`src/hdl/sdremap_pkg.sv`:
```
// Package for the sparse-to-dense identifier remap unit.
// Holds table sizes, command and status codes, and the beat and control structs.
// No dependencies.
package sdremap_pkg;

   localparam int GLOBAL_ENTRIES = 4096;
   localparam int LOCAL_ENTRIES  = 1024;

   localparam int GLB_AW = $clog2(GLOBAL_ENTRIES);
   localparam int LOC_AW = $clog2(LOCAL_ENTRIES);
   localparam int CNT_W  = 10;
   localparam int GID_W  = 12;
   localparam int CNT_LIMIT = (LOCAL_ENTRIES - 1 > 1023) ? 1023 : LOCAL_ENTRIES - 1;

   localparam logic [1:0] CMD_MAP     = 2'd0;
   localparam logic [1:0] CMD_REVERSE = 2'd1;
   localparam logic [1:0] CMD_CLEAR   = 2'd2;

   localparam logic [1:0] ST_FOUND = 2'd0;
   localparam logic [1:0] ST_NEW   = 2'd1;
   localparam logic [1:0] ST_NONE  = 2'd2;
   localparam logic [1:0] ST_FULL  = 2'd3;

   typedef struct packed {
      logic [1:0]       command;
      logic [GID_W-1:0] global_index;
      logic [CNT_W-1:0] local_index;
   } req_type;

   typedef struct packed {
      logic [CNT_W-1:0] local_result;
      logic [GID_W-1:0] global_result;
      logic [1:0]       status;
      logic [CNT_W-1:0] count;
   } rsp_type;

   typedef struct packed {
      logic load;
      logic rev_rd;
      logic finish;
   } ctl_type;

   typedef struct packed {
      logic out_busy;
   } sts_type;

endpackage

```
`src/hdl/sdremap_ctrl.sv`:
```
// Sequencer for the remap unit: accepts a request and steps the datapath through
// its table reads and the final commit. Depends on sdremap_pkg.
module sdremap_ctrl
   import sdremap_pkg::*;
(
   input  logic       clock,
   input  logic       reset,
   input  logic       req_valid,
   input  logic [1:0] req_command,
   output logic       req_stall,
   input  sts_type    sts,
   output ctl_type    ctl
);

   typedef enum logic [1:0] {
      S_IDLE,
      S_REV,
      S_FIN
   } state_type;

   state_type state_ff, state_in;

   always_comb begin
      ctl       = '0;
      state_in  = state_ff;
      req_stall = (state_ff != S_IDLE);
      case (state_ff)
         S_IDLE: begin
            if (req_valid) begin
               ctl.load = 1'b1;
               state_in = (req_command == CMD_MAP) ? S_REV : S_FIN;
            end
         end
         S_REV: begin
            ctl.rev_rd = 1'b1;
            state_in   = S_FIN;
         end
         S_FIN: begin
            if (!sts.out_busy) begin
               ctl.finish = 1'b1;
               state_in   = S_IDLE;
            end
         end
         default: begin
            state_in = S_IDLE;
         end
      endcase
   end

   always_ff @(posedge clock) begin
      if (reset) begin
         state_ff <= S_IDLE;
      end else begin
         state_ff <= state_in;
      end
   end

endmodule

```
`config.mk`:
```
export PLATFORM = sky130hd
export DESIGN_NAME = sdremap_ctrl
export DESIGN_NICKNAME = d
export VERILOG_FILES = /design/src/hdl/sdremap_pkg.sv /design/src/hdl/sdremap_ctrl.sv
export SDC_FILE = /design/constraint.sdc
export NUM_CORES = 1
export LEC_CHECK = 0
export BUFFER_PORTS_ARGS = -buffer_cell sky130_fd_sc_hd__buf_2
export CORE_AREA = 5 5 42 44
export DETAILED_ROUTE_END_ITERATION = 12
export DIE_AREA = 0 0 47 49
export GPL_TIMING_DRIVEN = 0
export HOLD_SLACK_MARGIN = 0.06
export PLACE_DENSITY = 0.4
export SETUP_SLACK_MARGIN = 0.4
export SKIP_LAST_GASP = 1
export SLEW_MARGIN = 10
export SYNTH_ARGS = -nofsm -noshare
export SYNTH_HDL_FRONTEND = slang
export SYNTH_SLANG_ARGS = --single-unit
```
`constraint.sdc`:
```
create_clock -name clock -period 0.8 [get_ports clock]
set_input_delay 0.24 -clock clock [delete_from_list [all_inputs] [get_ports clock]]
set_output_delay 0.24 -clock clock [all_outputs]
set_load 0.02 [all_outputs]
```
==> metrics.cfg, run 1 <==
[floorplanning]
initial_core_util_pct = 9.20
die_x_um = 47
dieHeight_um = 49
core_um2 = 1400
fp-row-count = 14
die_area_um2 = 2300
ios = 10

[setup_path]
critPathRequiredTime_ns = 0.56
worstPathCellList = or2_4, nor2_4, buf_6
cp-start-kind = register
arrival_ns = 1.00
slowest_delay_ns = 0.32
r2r-end = state_ff[0]
cp-end-kind = output port
r2r_setup_slack_ns = -0.29
critPathMaxFanout = 4
crit_slowest_cell = dfxtp_2
rr_worst_depth = 5
path_delay_family = simple AND/OR/NAND/NOR gates
crit-reg2reg-launch = state_ff[1]
critical_path_buf_inv_count = 1
critical_path_class = register to output port

[grt]
grt_overflow = 0
grt_max_degree = 5
grt_pass1_vias = 162
antenna_found_initial = 0
grt_pass1_wl_um = 634
grtUsageTotal_pct = 4.36

[synthesis]
ys_ff_latch = 2
ys_warn_count = 0
yosysSeqAreaShare_pct = 31.1
yosysUniqueCellTypes = 11
syn_area_um2 = 129
synth_cells = 12
syn-num-nets = 18
syn_area_per_cell_um2 = 10.7

[final_layout]
fin_nets = 37
syn_to_final_growth_pct = 124
drive_above_1_share_pct = 86.2
max_flop_register = state_ff
reg.largest.list = state_ff x2
diodes = 0
largest_reg_flops = 2

[drt]
drt_first_pass_iters = 2
ant_nets = 0
drc = 0
drt_iter0_drc = 1
wire_per_inst_um = 9.42
via_count = 149
wl_um = 424
vias_per_cell = 3.31

[min_path]
whs_path_depth = 2
min_to = state_ff[1]
hold_path.class = input pin to register
hp-start = reset

[clocking]
clockBufferDepth = 2
clk_latency_ns = 0.22
cts_tree = yes
cts.sinks = 2
cts.clk_slew.worst_paths_ns = 0.03
h-tree-depth = 1
cts_buffers = 3
root_buffer = clkbuf_4

[pwr]
total_power_mw = 0.469
p_per_area_nw_per_um2 = 1620
p_leak_nw = 0.135
peakVddDrop_v = 0.000410

[timing]
timing.setup.tns_ns = -1.90
relSlewSlack_pct = 89.0
clock_skew_ns = 0.000116
setup_viol = 6
drv_slew = 0
rsz0062_at_grt = yes
min_period_over_period_pct = 155
min_period_ns = 1.24
finalHoldViolations = 0
fin_ws_ns = -0.442
worstMarginPinSlew_ns = 0.164
fmax_ghz = 0.805

[placement]
place.gp.congestion = 0.701
portBuffers = 9

[status]
violations = negative setup slack
outcome = finished, violations left

[flow_run]
max-cap-violations = 0

-- placed cells by master, fill, tap and decap left out --
| cell type | instances |
|---|---|
| nand3b_1 | 1 |
| nor2_4 | 1 |
| clkbuf_4 | 3 |
| or2_4 | 1 |
| inv_1 | 1 |
| buf_4 | 6 |
| nor2b_2 | 1 |
| o21bai_1 | 1 |
| buf_2 | 5 |
| o21a_1 | 1 |
| dfxtp_2 | 2 |
| buf_6 | 3 |
| nor4b_4 | 1 |
| nor3b_2 | 1 |
| a21oi_2 | 1 |
-- cell type report --
cell class	instances	area [um2]
inverters	1	3.75
clock buffers	3	22.5
repair buffers	14	104
well taps	16	20.0
fillers	168	1110
flip-flops and latches	2	42.5
multi-input cells	9	96.3
-- per-stage QoR --
step | utilization, % | cells | hold WS, ns | instance area (um2) | setup slack, ns
finish | 20.6 | 45 | 0.219 | 289 | -0.442
global placement | 14.5 | 37 | 0.445 | 203 | -0.273
detailed placement | 14.5 | 37 | 0.449 | 203 | -0.276
CTS | 19.8 | 44 | 0.209 | 278 | -0.460
global route | 20.6 | 45 | 0.216 | 289 | -0.485
floorplan | - | 12 | 0.302 | 138 | -0.247
-- report_power, final --
part           switching (mW)  internal [mW]
logic                  0.0582         0.0786
clock network          0.0550          0.165
registers             0.00466          0.107
total                   0.118          0.351
-- cells by family (layout without fill, tap and decap cells) --
logic type | count (synthesis) | after routing | synth area share (%)
AOI/OAI and AO/OA | 3 | 3 | 15.5
buffers and inverters | 1 | 18 | 2.91
DFF | 2 | 2 | 31.1
and+or+nand+nor | 6 | 6 | 50.5
-- cell usage after synthesis --
library cell / number / share of area, %
a21oi_1: 1 / 3.9
dfxtp_1: 2 / 31
inv_1: 1 / 2.9
nand3b_1: 1 / 5.8
nor2_4: 1 / 8.7
nor2b_1: 1 / 4.9
nor3b_1: 1 / 5.8
nor4b_4: 1 / 18
o21a_1: 1 / 5.8
o21bai_1: 1 / 5.8
or2_4: 1 / 6.8
-- how the worst max path moves through the flow --
stage / from / end / slack, ns / cells past startpoint
final: state_ff[1] / ctl[2] / -0.44 / 3
after global routing: state_ff[0] / ctl[2] / -0.48 / 3
after CTS: state_ff[0] / ctl[2] / -0.46 / 3
after detailed placement: state_ff[1] / ctl[2] / -0.28 / 3
after global placement: state_ff[0] / ctl[2] / -0.27 / 3
after floorplan: state_ff[0] / state_ff[0] / -0.25 / 3
-- routing by layer --
metal	wire length, um	up-vias	GRT usage [%]
met1	166	65	4.38
met5	0	-	0
met3	54	0	1.85
li1	-	76	-
met4	0	0	6.91
met2	203	8	4.98
-- what timing repair did --
item,CTS,global route
pin swaps,2,1
resized for setup,8,1
hold buffers,0,0
setup endpoints to repair,6,6
setup buffers,4,1
(Power assumes the default switching activity.)
==> inputs of run 2 (changes only) <==
PLACE_DENSITY = 0.39   (was 0.4)
clock period = 1.4 ns   (was 0.8 ns; I/O delays follow)
==> run 2 against run 1 <==
- the flow still finishes with violations (negative setup slack)
- core utilization decreased by 1.3 points
- combinational power is 52% lower
- clock skew is essentially flat
- sequential share of layout area up 1.9 points
- critical path depth unchanged
- critical endpoint unchanged
- highest routed layer unchanged
==> metrics.cfg, run 2 (synthesis gave the netlist of run 1 again) <==
[setup_path]
path_depth = 3  ; unchanged
critical_path_buf_inv_count = 1  ; unchanged
rr_worst_depth = 3  ; -2
arrival_ns = 1.02  ; +0.02 ns
r2r-end = state_ff[0]
crit_start = state_ff[0]
crit_end = ctl[2]
worstPathCellList = or2_4, nor2_4, buf_6
r2r_setup_slack_ns = 0.44  ; +0.73 ns
critPathRequiredTime_ns = 0.98  ; +0.42 ns
crit-reg2reg-launch = state_ff[0]
cp-start-kind = register
slowest_delay_ns = 0.33  ; about the same
path_delay_family = simple AND/OR/NAND/NOR gates
crit_slowest_cell = dfxtp_4
critPathMaxFanout = 3  ; -1
critical_path_class = register to output port
cp-end-kind = output port

[final_layout]
diodes = 0  ; unchanged
drive_above_1_share_pct = 81.5  ; -4.7 points
layout_common_cells = buf_2 (6), clkbuf_4 (3), buf_4 (3), buf_6 (3)
largest_reg_flops = 2  ; unchanged
fill_cells = 165  ; -1.8%
seq_area_um2 = 45.0  ; +5.9%
syn_to_final_growth_pct = 110
max_flop_register = state_ff
fin_nets = 35  ; -5.4%
reg.largest.list = state_ff x2
final_common_cell = buf_2
multi_input_comb_area_um2 = 92.6  ; -3.9%

[pwr]
p_leak_nw = 0.124  ; -7.6%
swShare_pct = 24.8  ; -0.28 points
seqPwrFrac_pct = 24.8  ; +0.9 points
p_per_area_nw_per_um2 = 939  ; -42%
peakVddDrop_v = 0.000229  ; -44%
cellInternalPower_mw = 0.191  ; -46%
switching_power_mw = 0.0631  ; -46%
clockPowerShare_pct = 49.1  ; +2.1 points
comb_power_share_pct = 26.2  ; -2.9 points

[timing]
finalHoldViolations = 0  ; unchanged
setup_viol = 2  ; -4
fmax_ghz = 0.693
min_period_over_period_pct = 103
min_period_ns = 1.44
worstMarginPinSlew_ns = 0.175  ; +0.0111 ns
relSlewSlack_pct = 88.3  ; -0.74 points
rsz0062_at_grt = yes
fin_ws_ns = -0.0435  ; +0.398 ns
hold_ws_ns = 0.401  ; +0.182 ns
timing.setup.tns_ns = -0.0569  ; +1.84 ns
drv_slew = 0  ; unchanged
clock_skew_ns = 0.000321  ; +0.000205 ns

[drt]
drt_first_pass_iters = 3  ; +1
wl_um = 383  ; -9.7%
drc = 0  ; unchanged
ant_nets = 0  ; unchanged
wire_per_inst_um = 8.91  ; -5.5%
drt_iter0_drc = 2  ; +1
vias_per_cell = 3.28  ; -0.97%
via_count = 141  ; -5.4%

[floorplanning]
initial_core_util_pct = 9.20  ; unchanged
ios = 10  ; unchanged
fp-row-count = 14  ; unchanged
die_area_um2 = 2300  ; unchanged
die_x_um = 47  ; unchanged
dieHeight_um = 49  ; unchanged
core_um2 = 1400  ; unchanged

[clocking]
cts.sinks = 2  ; unchanged
cts.clk_slew.worst_paths_ns = 0.03  ; about the same
cts_tree = yes
cts_hold_buf = 0  ; unchanged
clockBufferDepth = 2  ; unchanged
clk_latency_ns = 0.22  ; about the same
cts_buffers = 3  ; unchanged
h-tree-depth = 1  ; unchanged
root_buffer = clkbuf_4

[min_path]
hold_path.class = input pin to register

[grt]
antenna_found_initial = 0  ; unchanged
grt_pass1_vias = 157  ; -3.1%
grtUsageTotal_pct = 4.29  ; -0.070 points
grt_overflow = 0  ; unchanged
grt_pass1_wl_um = 634  ; unchanged
grt_max_degree = 6  ; +1

[placement]
portBuffers = 9  ; unchanged
place.gp.congestion = 0.702  ; +0.16%

[status]
violations = negative setup slack
outcome = finished, violations left

[flow_run]
max-cap-violations = 0  ; unchanged

-- run 2: through the flow --
stage                     power (mW)  setup WS (ns)  instances  area, um2  utilization, %
after floorplan               0.0961          0.222         12        138               -
after global placement         0.117          0.132         37        203            14.5
after detailed placement       0.118          0.125         37        203            14.5
after CTS                      0.265        -0.0659         42        260            18.6
after global routing           0.278        -0.0920         43        270            19.3
final                          0.254        -0.0435         43        270            19.3
-- run 2: how the worst min path moves through the flow --
stage / startpoint / endpoint / slack [ns] / depth (start not counted)
2_1_floorplan: reset / state_ff[0] / 0.48 / 1
3_3_place_gp: state_ff[1] / state_ff[1] / 0.53 / 2
3_5_place_dp: state_ff[1] / state_ff[1] / 0.54 / 2
4_1_cts: reset / state_ff[0] / 0.39 / 2
5_1_grt: req_command[1] / state_ff[0] / 0.39 / 2
6_report: req_command[0] / state_ff[0] / 0.40 / 2
-- run 2: worst register-to-register path: stages (launching register included) --
cell	delay, ns
dfxtp_4	0.33
or2_4	0.26
nor2_4	0.09
nor4b_4	0.18
-- run 2: area by class of cell --
| cell class | instances | share of cell area, % |
|---|---|---|
| timing repair buffer | 12 | 31.9 |
| multi-input combinational | 9 | 34.3 |
| inverter | 1 | 1.39 |
| sequential | 2 | 16.7 |
| clock buffer | 3 | 8.33 |
| tap | 16 | 7.41 |
-- run 2: power groups by stage --
stage / registers [mW] / clock network (mW) / logic [mW]
3_3_place_gp: 0.0654 / 0 / 0.0513
6_report: 0.0629 / 0.125 / 0.0664
4_1_cts: 0.0649 / 0.134 / 0.0661
5_1_grt: 0.0636 / 0.143 / 0.0715
3_5_place_dp: 0.0657 / 0 / 0.0519
2_1_floorplan: 0.0645 / 0 / 0.0316
-- run 2: metal layers --
| metal | GRT usage (%) | part of all wire (%) | vias to the layer above |
|---|---|---|---|
| li1 | - | - | 72 |
| met1 | 4.16 | 37 | 61 |
| met2 | 4.75 | 45 | 8 |
| met3 | 3.32 | 18 | 0 |
| met4 | 5.53 | 0 | 0 |
| met5 | 0 | 0 | - |
-- run 2: timing repair --
item / CTS / global route
setup buffers: 2 / 1
endpoints found under the setup margin: 4 / 5
gates cloned: 0 / 0
resized for setup: 7 / 1
pin swaps: 1 / 0
